<file path="src/design/fra_pkg.sv">
// fra_pkg: request codes, record types and fixed constants of the fenced ring allocator
// used by fenced_ring_allocator; depends on nothing else
package fra_pkg;

    // request and response kinds
    localparam logic [1:0] REQ_ALLOC   = 2'd0;
    localparam logic [1:0] REQ_FINISH  = 2'd1;
    localparam logic [1:0] REQ_RELEASE = 2'd2;

    // most freed frames reported by one release request
    localparam int unsigned RESULT_LIMIT = 16;
    localparam int unsigned REL_CNT_W    = $clog2(RESULT_LIMIT + 1);

    // ring size after reset
    localparam logic [31:0] RING_SIZE_RESET = 32'd65536;

    // one queued frame record
    typedef struct packed {
        logic [63:0] fence;
        logic [31:0] tail;
        logic [31:0] bytes;
    } frame_t;

    // one result item
    typedef struct packed {
        logic [1:0]  kind;
        logic        alloc_ok;
        logic [31:0] alloc_offset;
        logic        frame_queued;
        logic        frame_released;
        logic [63:0] released_fence;
        logic [31:0] released_tail;
        logic [31:0] released_bytes;
        logic        last;
    } resp_t;

endpackage

</file>
<file path="src/design/fenced_ring_allocator.sv">
// fenced_ring_allocator: ring buffer allocator with a queue of fenced frame records
// depends on fra_pkg for request codes, record types and constants
//
// Usage:
//   Requests arrive on the s_ channel (valid/ready): allocate, finish frame or
//   release completed frames. Results leave on the m_ channel (valid/ready),
//   with m_last marking the final result of a request. The ring size register
//   is written through cfg_wr_en/cfg_wr_data; the user must write it only
//   while the block is idle, the block itself does not enforce this. One
//   request is handled at a time. An allocate runs a fit check, then the
//   saturating used/open byte update; a finish is handled on acceptance; a
//   release pops frames until it reaches a frame whose fence is still ahead,
//   with a registered frame record read and a fence compare on that data.
//   A result is visible on the m_ side in the cycle after it is produced.
//   A two-entry output queue lets the next request be taken while a result
//   still waits; when it is full, s_ready drops and release stops popping
//   frames until the receiver takes a result.
//   Reset (aresetn low, synchronous) empties the ring, the frame queue and the
//   output queue and sets the ring size to 65536; frame records are not
//   cleared, only entries that were written are ever read.
module fenced_ring_allocator #(
    parameter int FRAME_SLOTS = 16
) (
    input  logic        aclk,
    input  logic        aresetn,
    // configuration
    input  logic        cfg_wr_en,
    input  logic [31:0] cfg_wr_data,
    // request channel
    input  logic        s_valid,
    output logic        s_ready,
    input  logic [1:0]  s_req_type,
    input  logic [31:0] s_alloc_size,
    input  logic [63:0] s_fence_value,
    // result channel
    output logic        m_valid,
    input  logic        m_ready,
    output logic [1:0]  m_resp_kind,
    output logic        m_alloc_ok,
    output logic [31:0] m_alloc_offset,
    output logic        m_frame_queued,
    output logic        m_frame_released,
    output logic [63:0] m_released_fence,
    output logic [31:0] m_released_tail,
    output logic [31:0] m_released_bytes,
    output logic        m_last
);

    localparam int PTR_W = $clog2(FRAME_SLOTS);
    localparam int CNT_W = $clog2(FRAME_SLOTS + 1);
    localparam int REL_CNT_W = fra_pkg::REL_CNT_W;
    localparam logic [PTR_W-1:0] PTR_LAST = PTR_W'(FRAME_SLOTS - 1);
    localparam logic [CNT_W-1:0] CNT_FULL = CNT_W'(FRAME_SLOTS);

    typedef enum logic [4:0] {
        ST_IDLE     = 5'b00001,
        ST_ALLOC    = 5'b00010,
        ST_REL_READ = 5'b00100,
        ST_REL_EVAL = 5'b01000,
        ST_REL_DONE = 5'b10000
    } state_t;

    // control and ring state
    state_t           state_reg, state_next;
    logic [31:0]      ring_size_reg, ring_size_next;
    logic [31:0]      head_reg, head_next;
    logic [31:0]      tail_reg, tail_next;
    logic [31:0]      used_reg, used_next;
    logic [31:0]      open_reg, open_next;
    logic [PTR_W-1:0] rd_ptr_reg, rd_ptr_next;
    logic [PTR_W-1:0] wr_ptr_reg, wr_ptr_next;
    logic [CNT_W-1:0] qcount_reg, qcount_next;
    logic [REL_CNT_W-1:0] rel_n_reg, rel_n_next;
    logic             pend_valid_reg, pend_valid_next;
    logic [1:0]       ocount_reg, ocount_next;

    // payload registers
    logic             grant_ok_reg, grant_ok_next;
    logic [31:0]      grant_off_reg, grant_off_next;
    logic [31:0]      grant_skip_reg, grant_skip_next;
    logic [31:0]      grant_size_reg, grant_size_next;
    logic [63:0]      rel_fence_reg, rel_fence_next;
    fra_pkg::frame_t  pend_frame_reg, pend_frame_next;
    fra_pkg::resp_t   oq0_reg, oq0_next;
    fra_pkg::resp_t   oq1_reg, oq1_next;

    // frame record memory
    fra_pkg::frame_t  frame_mem [FRAME_SLOTS];
    fra_pkg::frame_t  rd_frame_reg;
    logic             mem_we;
    fra_pkg::frame_t  mem_wdata;

    // combinational helpers
    logic             accept;
    logic             pop;
    logic             push;
    logic             can_push;
    fra_pkg::resp_t   push_data;
    logic [32:0]      tail_plus;
    logic [33:0]      used_sum;
    logic [33:0]      open_sum;
    logic             qualifies;
    logic [CNT_W-1:0] qcount_dec;
    logic [REL_CNT_W-1:0] rel_n_inc;

    assign s_ready  = (state_reg == ST_IDLE) && (ocount_reg != 2'd2);
    assign accept   = s_valid && s_ready;
    assign m_valid  = (ocount_reg != 2'd0);
    assign pop      = m_valid && m_ready;
    assign can_push = (ocount_reg != 2'd2);

    assign m_resp_kind      = oq0_reg.kind;
    assign m_alloc_ok       = oq0_reg.alloc_ok;
    assign m_alloc_offset   = oq0_reg.alloc_offset;
    assign m_frame_queued   = oq0_reg.frame_queued;
    assign m_frame_released = oq0_reg.frame_released;
    assign m_released_fence = oq0_reg.released_fence;
    assign m_released_tail  = oq0_reg.released_tail;
    assign m_released_bytes = oq0_reg.released_bytes;
    assign m_last           = oq0_reg.last;

    assign tail_plus  = {1'b0, tail_reg} + {1'b0, s_alloc_size};
    assign used_sum   = {2'b00, used_reg} + {2'b00, grant_skip_reg} + {2'b00, grant_size_reg};
    assign open_sum   = {2'b00, open_reg} + {2'b00, grant_skip_reg} + {2'b00, grant_size_reg};
    assign qualifies  = (rd_frame_reg.fence <= rel_fence_reg);
    assign qcount_dec = qcount_reg - CNT_W'(1);
    assign rel_n_inc  = rel_n_reg + REL_CNT_W'(1);

    // request sequencer
    always_comb begin
        state_next      = state_reg;
        ring_size_next  = ring_size_reg;
        head_next       = head_reg;
        tail_next       = tail_reg;
        used_next       = used_reg;
        open_next       = open_reg;
        rd_ptr_next     = rd_ptr_reg;
        wr_ptr_next     = wr_ptr_reg;
        qcount_next     = qcount_reg;
        rel_n_next      = rel_n_reg;
        pend_valid_next = pend_valid_reg;
        grant_ok_next   = grant_ok_reg;
        grant_off_next  = grant_off_reg;
        grant_skip_next = grant_skip_reg;
        grant_size_next = grant_size_reg;
        rel_fence_next  = rel_fence_reg;
        pend_frame_next = pend_frame_reg;
        mem_we          = 1'b0;
        mem_wdata       = '{fence: s_fence_value, tail: tail_reg, bytes: open_reg};
        push            = 1'b0;
        push_data       = '0;

        if (cfg_wr_en) begin
            ring_size_next = cfg_wr_data;
        end

        case (state_reg)
            ST_IDLE: begin
                if (accept) begin
                    case (s_req_type)
                        fra_pkg::REQ_ALLOC: begin
                            // fit check; byte accounting follows in the next cycle
                            grant_ok_next   = 1'b0;
                            grant_off_next  = '0;
                            grant_skip_next = '0;
                            grant_size_next = '0;
                            if (used_reg != ring_size_reg) begin
                                if (tail_reg >= head_reg) begin
                                    if (tail_plus <= {1'b0, ring_size_reg}) begin
                                        grant_ok_next   = 1'b1;
                                        grant_off_next  = tail_reg;
                                        grant_size_next = s_alloc_size;
                                        tail_next       = tail_plus[31:0];
                                    end else if (s_alloc_size <= head_reg) begin
                                        // wrap to zero, skipped end space counts as used
                                        grant_ok_next   = 1'b1;
                                        grant_size_next = s_alloc_size;
                                        grant_skip_next = (ring_size_reg > tail_reg) ?
                                                          ring_size_reg - tail_reg : '0;
                                        tail_next       = s_alloc_size;
                                    end
                                end else if (tail_plus <= {1'b0, head_reg}) begin
                                    grant_ok_next   = 1'b1;
                                    grant_off_next  = tail_reg;
                                    grant_size_next = s_alloc_size;
                                    tail_next       = tail_plus[31:0];
                                end
                            end
                            state_next = ST_ALLOC;
                        end
                        fra_pkg::REQ_FINISH: begin
                            // close the open frame into the record queue when it has a free slot
                            push           = 1'b1;
                            push_data.kind = fra_pkg::REQ_FINISH;
                            push_data.last = 1'b1;
                            if (qcount_reg < CNT_FULL) begin
                                mem_we                 = 1'b1;
                                wr_ptr_next            = (wr_ptr_reg == PTR_LAST) ?
                                                         '0 : wr_ptr_reg + PTR_W'(1);
                                qcount_next            = qcount_reg + CNT_W'(1);
                                open_next              = '0;
                                push_data.frame_queued = 1'b1;
                            end
                        end
                        fra_pkg::REQ_RELEASE: begin
                            rel_fence_next  = s_fence_value;
                            rel_n_next      = '0;
                            pend_valid_next = 1'b0;
                            state_next      = (qcount_reg != '0) ? ST_REL_READ : ST_REL_DONE;
                        end
                        default: begin
                            // unused request code: no result
                        end
                    endcase
                end
            end
            ST_ALLOC: begin
                if (can_push) begin
                    push                   = 1'b1;
                    push_data.kind         = fra_pkg::REQ_ALLOC;
                    push_data.alloc_ok     = grant_ok_reg;
                    push_data.alloc_offset = grant_off_reg;
                    push_data.last         = 1'b1;
                    if (grant_ok_reg) begin
                        used_next = (used_sum[33:32] != 2'b00) ? '1 : used_sum[31:0];
                        open_next = (open_sum[33:32] != 2'b00) ? '1 : open_sum[31:0];
                    end
                    state_next = ST_IDLE;
                end
            end
            ST_REL_READ: begin
                // record at the read pointer lands in rd_frame_reg
                state_next = ST_REL_EVAL;
            end
            ST_REL_EVAL: begin
                if (!qualifies) begin
                    state_next = ST_REL_DONE;
                end else if (!pend_valid_reg || can_push) begin
                    // hand on the previous freed frame, it was not the last one
                    if (pend_valid_reg) begin
                        push                     = 1'b1;
                        push_data.kind           = fra_pkg::REQ_RELEASE;
                        push_data.frame_released = 1'b1;
                        push_data.released_fence = pend_frame_reg.fence;
                        push_data.released_tail  = pend_frame_reg.tail;
                        push_data.released_bytes = pend_frame_reg.bytes;
                    end
                    // pop this frame
                    used_next       = (rd_frame_reg.bytes <= used_reg) ?
                                      used_reg - rd_frame_reg.bytes : '0;
                    head_next       = rd_frame_reg.tail;
                    rd_ptr_next     = (rd_ptr_reg == PTR_LAST) ? '0 : rd_ptr_reg + PTR_W'(1);
                    qcount_next     = qcount_dec;
                    rel_n_next      = rel_n_inc;
                    pend_frame_next = rd_frame_reg;
                    pend_valid_next = 1'b1;
                    state_next      = ((qcount_dec != '0) &&
                                       (rel_n_inc != REL_CNT_W'(fra_pkg::RESULT_LIMIT))) ?
                                      ST_REL_READ : ST_REL_DONE;
                end
            end
            ST_REL_DONE: begin
                // final release result: last freed frame or an empty one
                if (can_push) begin
                    push                     = 1'b1;
                    push_data.kind           = fra_pkg::REQ_RELEASE;
                    push_data.frame_released = pend_valid_reg;
                    push_data.last           = 1'b1;
                    if (pend_valid_reg) begin
                        push_data.released_fence = pend_frame_reg.fence;
                        push_data.released_tail  = pend_frame_reg.tail;
                        push_data.released_bytes = pend_frame_reg.bytes;
                    end
                    pend_valid_next = 1'b0;
                    state_next      = ST_IDLE;
                end
            end
            default: begin
                state_next = ST_IDLE;
            end
        endcase
    end

    // two-entry output queue
    always_comb begin
        oq0_next    = oq0_reg;
        oq1_next    = oq1_reg;
        ocount_next = ocount_reg;
        case ({push, pop})
            2'b10: begin
                if (ocount_reg == 2'd0) begin
                    oq0_next = push_data;
                end else begin
                    oq1_next = push_data;
                end
                ocount_next = ocount_reg + 2'd1;
            end
            2'b01: begin
                oq0_next    = oq1_reg;
                ocount_next = ocount_reg - 2'd1;
            end
            2'b11: begin
                if (ocount_reg == 2'd1) begin
                    oq0_next = push_data;
                end else begin
                    oq0_next = oq1_reg;
                    oq1_next = push_data;
                end
            end
            default: begin
                ocount_next = ocount_reg;
            end
        endcase
    end

    // frame record memory, registered read at the read pointer
    always_ff @(posedge aclk) begin
        if (mem_we) begin
            frame_mem[wr_ptr_reg] <= mem_wdata;
        end
        rd_frame_reg <= frame_mem[rd_ptr_reg];
    end

    // control state
    always_ff @(posedge aclk) begin
        if (!aresetn) begin
            state_reg      <= ST_IDLE;
            ring_size_reg  <= fra_pkg::RING_SIZE_RESET;
            head_reg       <= '0;
            tail_reg       <= '0;
            used_reg       <= '0;
            open_reg       <= '0;
            rd_ptr_reg     <= '0;
            wr_ptr_reg     <= '0;
            qcount_reg     <= '0;
            rel_n_reg      <= '0;
            pend_valid_reg <= 1'b0;
            ocount_reg     <= '0;
        end else begin
            state_reg      <= state_next;
            ring_size_reg  <= ring_size_next;
            head_reg       <= head_next;
            tail_reg       <= tail_next;
            used_reg       <= used_next;
            open_reg       <= open_next;
            rd_ptr_reg     <= rd_ptr_next;
            wr_ptr_reg     <= wr_ptr_next;
            qcount_reg     <= qcount_next;
            rel_n_reg      <= rel_n_next;
            pend_valid_reg <= pend_valid_next;
            ocount_reg     <= ocount_next;
        end
    end

    // payload registers
    always_ff @(posedge aclk) begin
        grant_ok_reg   <= grant_ok_next;
        grant_off_reg  <= grant_off_next;
        grant_skip_reg <= grant_skip_next;
        grant_size_reg <= grant_size_next;
        rel_fence_reg  <= rel_fence_next;
        pend_frame_reg <= pend_frame_next;
        oq0_reg        <= oq0_next;
        oq1_reg        <= oq1_next;
    end

    // the frame queue never holds more records than slots
    assert property (@(posedge aclk) disable iff (!aresetn)
        qcount_reg <= CNT_FULL)
        else $error("frame queue count beyond slot count");

    // a record is only evaluated while the queue holds one
    assert property (@(posedge aclk) disable iff (!aresetn)
        (state_reg == ST_REL_EVAL) |-> (qcount_reg != '0))
        else $error("release evaluates an empty queue");

    // a freed frame result always belongs to a release request
    assert property (@(posedge aclk) disable iff (!aresetn)
        (m_valid && m_frame_released) |-> (m_resp_kind == fra_pkg::REQ_RELEASE))
        else $error("freed frame on a non-release result");

    // an accepted allocate moves on to its accounting step
    assert property (@(posedge aclk) disable iff (!aresetn)
        (accept && (s_req_type == fra_pkg::REQ_ALLOC)) |=> (state_reg == ST_ALLOC))
        else $error("allocate did not enter accounting step");

    // a release never reports more frames than the result limit
    assert property (@(posedge aclk) disable iff (!aresetn)
        rel_n_reg <= REL_CNT_W'(fra_pkg::RESULT_LIMIT))
        else $error("release freed too many frames");

endmodule
</file>
<file path="config.mk">
export PLATFORM = sky130hd
export DESIGN_NAME = fenced_ring_allocator
export DESIGN_NICKNAME = d
export VERILOG_FILES = /design/src/design/fra_pkg.sv /design/src/design/fenced_ring_allocator.sv
export SDC_FILE = /design/constraint.sdc
export NUM_CORES = 2
export LEC_CHECK = 0
export BUFFER_PORTS_ARGS = -buffer_cell sky130_fd_sc_hd__buf_2
export CAP_MARGIN = 20
export CORE_AREA = 3 3 441 443
export CTS_CLUSTER_SIZE = 8
export DETAILED_ROUTE_END_ITERATION = 12
export DIE_AREA = 0 0 444 446
export HOLD_SLACK_MARGIN = 0.1
export PLACE_DENSITY = 0.82
export REMOVE_ABC_BUFFERS = 1
export SLEW_MARGIN = 20
export SYNTH_ARGS = -nofsm -noshare
export SYNTH_HDL_FRONTEND = slang
export SYNTH_SLANG_ARGS = --single-unit
export TNS_END_PERCENT = 20
</file>
<file path="constraint.sdc">
create_clock -name aclk -period 24.8 [get_ports aclk]
set_clock_uncertainty 0.1 [all_clocks]
set_input_delay 1.24 -clock aclk [delete_from_list [all_inputs] [get_ports aclk]]
set_output_delay 1.24 -clock aclk [all_outputs]
set_load 0.05 [all_outputs]
</file>
## Yosys cells after proc, flatten, opt, wreduce, memory -nomap -nowiden

Memories as Yosys holds them, arrays and structs flattened. A register that Yosys moved wholly into a read port is not among the register bits.
Index checks and enable logic that the tools add are counted.

- Reductions and logical operators: 36
- Multiplexer cells: 92
- Add/sub/neg operators: 14
- Equal/unequal tests: 32
- Bitwise gates (word level): 4
- $lt $le $gt $ge: 8

Operators by type and width:

| kind | count |
|---|---|
| $mux 32 | 23 |
| $mux 166 | 4 |
| $pmux 166 s3 | 1 |
| $mux 129 | 3 |
| $pmux 166 s2 | 1 |
| $pmux 129 s2 | 1 |
| $mux 130 | 1 |
| $mux 128 | 1 |
| $pmux 32 s2 | 2 |
| $add 32x32->33 | 3 |
| $mux 5 | 15 |
| $add 33x32->34 | 2 |
| $le 33x32->1 | 2 |
| $mux 33 | 2 |
| $le 32x32->1 | 2 |
| $le 64x64->1 | 1 |
| $sub 32x32->32 | 2 |
| $ge 32x32->1 | 1 |
| $gt 32x32->1 | 1 |
| $ne 32x32->1 | 1 |
| $pmux 5 s2 | 3 |
| $reduce_and 6->1 | 4 |
| $mux 1 | 23 |
| $ne 2x2->1 const B | 10 |
| 38 further kinds | 77 |

- Flip-flop bits (word level): 807
- RAM bits: 2,048
- Bits of input ports: 135
- Memories kept: 1

Memories:

| memory | words | bits a word | read ports | clocked after memory_dff | wr ports | line | RTL |
|---|---|---|---|---|---|---|---|
| frame_mem | 16 | 128 | 1 | 1 | 1 | fenced_ring_allocator.sv:88 | `fra_pkg::frame_t frame_mem [FRAME_SLOTS];` |

## Logic depth before layout (Yosys ltp)

- Depth in word-level cells: 8
- Gate-level depth with buffers: 23

## Least setup slack after synthesis

Ideal clock, no wire load.

- Path type: register to register
- Start: reg rel_fence_reg[9]
- End: reg oq0_reg (netlist bit m_alloc_offset[0]) (enable)
- Cell stages (with the launch flop): 13
- Arrival time: 13.808 ns
- Setup time: 0.921 ns
- Data required time: 23.779 ns
- Setup slack: 9.971 ns
- Cells stage by stage: edfxtp_1 -> inv_1 -> ha_1 -> a21o_1 -> a21o_1 -> a2111oi_0 -> or4_1 -> a31o_2 -> nand4_2 -> a21oi_2 -> a21o_1 -> inv_1 -> o21ai_0

- Word-level cells in the longest chain between the ends: 6
- Elaborated cells on any way between the ends: 9
- Those cells by class: order compare (1); eq/ne (4); mux (2); reduce/logical (2)

RTL lines:

| element | line | RTL |
|---|---|---|
| start, declared | fenced_ring_allocator.sv:82 | `logic [63:0] rel_fence_reg, rel_fence_next;` |
| start signal, assigned | fenced_ring_allocator.sv:361 | `rel_fence_reg <= rel_fence_next;` |
| $le 64x64->1 (*) | fenced_ring_allocator.sv:125 | `assign qualifies = (rd_frame_reg.fence <= rel_fence_reg);` |
| $mux 1 (*) | fenced_ring_allocator.sv:236 | `if (!qualifies) begin` |
| $pmux 1 s3 (*) | fenced_ring_allocator.sv:157 | `case (state_reg)` |
| $eq 2x2->1 or $eq 2x1->1 (tied branches) | fenced_ring_allocator.sv:289 | `case ({push, pop})` |
| $ne 2x2->1 (no source line) or $reduce_bool 3->1 (tied branches) | n/a |  |
| $reduce_and 2->1 (no source line) (*) | n/a |  |
| end signal, assigned | fenced_ring_allocator.sv:363 | `oq0_reg <= oq0_next;` |
| end, declared | fenced_ring_allocator.sv:84 | `fra_pkg::resp_t oq0_reg, oq0_next;` |

Mark *: on every way between the ends. The rest lies on a longest branch, timed or not.
A chain may end at the register's enable or synchronous reset.

## Final worst setup path

- Start: reg rel_fence_reg[39]
- End: reg oq1_reg[74] in the netlist's numbering (enable)

- Word-level cells in the longest chain between the ends: 6
- Elaborated cells on any way between the ends: 9
- Those cells by class: order compare (1); eq/ne (4); mux (2); reduce/logical (2)

RTL lines:

| element | line | RTL |
|---|---|---|
| $le 64x64->1 (*) | fenced_ring_allocator.sv:125 |  |
| $mux 1 (*) | fenced_ring_allocator.sv:236 |  |
| $pmux 1 s3 (*) | fenced_ring_allocator.sv:157 |  |
| $eq 2x2->1 | fenced_ring_allocator.sv:289 |  |
| $ne 2x2->1 (no source line) or $reduce_bool 2->1 (tied branches) | n/a |  |
| $reduce_and 3->1 (no source line) (*) | n/a |  |
| end signal, assigned | fenced_ring_allocator.sv:364 | `oq1_reg <= oq1_next;` |
| end, declared | fenced_ring_allocator.sv:85 | `fra_pkg::resp_t oq1_reg, oq1_next;` |

Marks and branches as above.

==> metrics.cfg <==
[sta]
setup_violations=0
totalNegativeSetupSlack_ns=0
post-route-min-period_ns=7.20
slew_headroom_pct=19.9
slew_violations=0
clock.fmax_mhz=139
period_share_pct=29.0
worst_slew_pin_slew_ns=1.20
hold_viol=0
rsz0062_at_grt=no

[floorplan]
io_pins=303
die_w_um=444
rows=160
die_h_um=446
initial_utilization_pct=64.9
core_area_um2=190000
fp.dieArea_um2=198000

[synth]
netlist_area_um2=124000
synthXorXnorAreaFrac_pct=1.19
synth_edf_count=2669
syn_inst=6942
yosysSeqAreaShare_pct=69.9
yosys_register_bits=2983
ys_top_cells_by_area=edfxtp_1 65%, mux4_2 12%, dfxtp_1 5.1%
synth_fa_ha_area_share_pct=4.82
synth_top_family_by_area=multiplexers
synth_compound_area_share_pct=5.83
synth-simple-area-share_pct=4.21
post_synth_num_cell_types=93
yosys.cell_count.top_type=edfxtp_1
netlist.area_leader.share_pct=64.8
yosys_most_used_dff=edfxtp_1
synth_largest_area_cell=edfxtp_1
synthTopCellsByCount=2,669 x edfxtp_1, 640 x mux4_2, 366 x ha_1, 314 x dfxtp_1, 291 x nor2_1
avgSynthCellArea_um2=17.8
synth-async-reset-ratio_pct=0
ys_warn_count=0
muxShareOfSynthArea_pct=12.2

[setup_path]
cpMostUsedCell=buf_4
cp_cell_sequence=inv_1 -> ha_1 -> nand4_1 -> nor4_1 -> nand4_1 -> nor4_1 -> nand3_1 -> a21oi_2 -> a21o_1 -> ha_1 -> o21ai_0 -> a21oi_4 -> buf_4 -> buf_4 -> buf_4
worst_ep_required_time_ns=25.29
reg2regPathDepth=15
critPathKind=register to register
cpLargestDelayFamily=simple AND/OR/NAND/NOR gates
cp_max_fo=51
cp.arrival_ns=7.69
path_buf_inv=4
startpoint_type=register
cp.depth=15
cpPeakStageDelay_ns=0.83
critPathSlowestCell=nor4_1
end_kind=register

[clocking]
postCtsHoldBufs=0
clkTransAtPathRegs_ns=0.05
post-cts-setup-buffer-count=0
ctsResizeCount=0
clock-sinks=2983
cts_tree=built
clk_latency_ns=0.99
cts-root-buf=clkbuf_16
cts.path.max_buffers=4
cts.htree.levels=5
cts_buffers=423

[route]
dr.pass1.iters=8
vias_per_cell=7.05
ant_nets=0
drc=0
wl_per_cell_um=35.7
vias=72900
finalWirelength_um=369000
drt-initial-drc-count=10800

[grt]
grt_max_degree=166
grtUsageTotal_pct=37.2
grt_pass1_vias=73800
grt_pass1_wl_um=524000
antenna_found_initial=33
overflow=0

[final_layout]
largest_reg_flops=2048
final_nets=8057
area_delta_synth_final_pct=13.5
drive_above_1_share_pct=20.2
finalNonFillerCells=10300

[power]
p_leak_nw=47.7
ir_drop_mv=0.370
pwr_density_cell_nw_per_um2=112

[placement]
port_buffers=302
dp_cells=9572
place_congestion=0.981
hpwl_um=204000

[run_status]
status=completed

[min_path]
hold_path_depth=0
hp-class=register to register

[job]
drv_cap=0

## worst register-to-register path, delay by kind of cell, from the launching register on
family,cells,cell delay [ns]
buffers and inverters,4,1.95
adder cells (fa/ha/maj),2,0.62
AND/OR/NAND/NOR,5,2.61
AO/OA/AOI/OAI,4,1.10
flip-flops,1,0.34
## final timing paths
check	slack, ns	startpoint	end
max	17.60	rel_fence_reg[39]	oq1_reg[74]
min	0.32	rd_frame_reg[41]	pend_frame_reg[41]
max reg2reg	17.60	rel_fence_reg[39]	oq1_reg[74]
min reg2reg	0.32	rd_frame_reg[41]	pend_frame_reg[41]
## cells by family (layout without fill, tap and decap cells)
logic type                 count (synthesis)  count (layout)
adders and majority gates                435             435
AOI/OAI and AO/OA                       1044            1044
other                                      0              27
DFF                                     2983            2983
buffers and inverters                    562            1429
muxes                                    705             705
and+or+nand+nor                         1045            1045
xor gates and xnor gates                 168             168
## cells in the final DEF (no fill, tap or decap), types with 44 or more instances in the layout
master,instances
ha_1,366
clkbuf_1,310
and2_1,205
inv_1,265
a211oi_1,81
a21o_1,99
fa_1,69
nand4_1,64
clkbuf_16,428
o21ai_0,148
edfxtp_1,2669
buf_4,104
a21oi_1,270
xor2_1,58
nand2_1,225
nand3_1,64
dfxtp_1,310
buf_2,302
mux4_2,640
nor2_1,276
nor3_1,44
a22o_1,166
xnor2_1,110
## per-stage QoR
| stage | area (µm²) | total power, W | worst slack, ns | hold slack (ns) | util, % |
|---|---|---|---|---|---|
| after floorplan | 122000 | 0.00919 | 1.91 | 0.308 | - |
| after detailed placement | 128000 | 0.0103 | 17.31 | 0.317 | 67.3 |
| after global placement | 128000 | 0.0102 | 17.49 | 0.316 | 67.3 |
| after global routing | 140000 | 0.0162 | 17.33 | 0.344 | 73.7 |
| final | 140000 | 0.0157 | 17.60 | 0.317 | 73.7 |
| after CTS | 140000 | 0.0156 | 17.65 | 0.323 | 73.6 |
## per-layer routing
| metal | vias up | routed length (µm) | track usage, % |
|---|---|---|---|
| li1 | 28900 | - | - |
| met1 | 36900 | 126000 | 49.0 |
| met4 | 6 | 22100 | 20.1 |
| met3 | 1182 | 40300 | 7.00 |
| met2 | 5885 | 181000 | 59.9 |
| met5 | - | 32 | 0 |
## final cells by class
class | instances | area (µm²)
Clock inverter | 9 | 98.8
Timing Repair Buffer | 415 | 2470
Sequential cell | 2983 | 86400
Antenna cell | 27 | 67.6
Clock buffer | 738 | 11900
Fill cell | 10400 | 50100
Inverter | 267 | 1010
Multi-Input combinational cell | 3397 | 35100
Tap cell | 2511 | 3140
## power breakdown
| group | switching, W | internal, W | total (W) |
|---|---|---|---|
| Combinational | 0.00256 | 0.00139 | 0.00394 |
| Sequential | 0.000376 | 0.00603 | 0.00641 |
| Clock | 0.00214 | 0.00319 | 0.00533 |
| Total | 0.00507 | 0.0106 | 0.0157 |
Note: power is estimated with default switching activity, not from simulation.
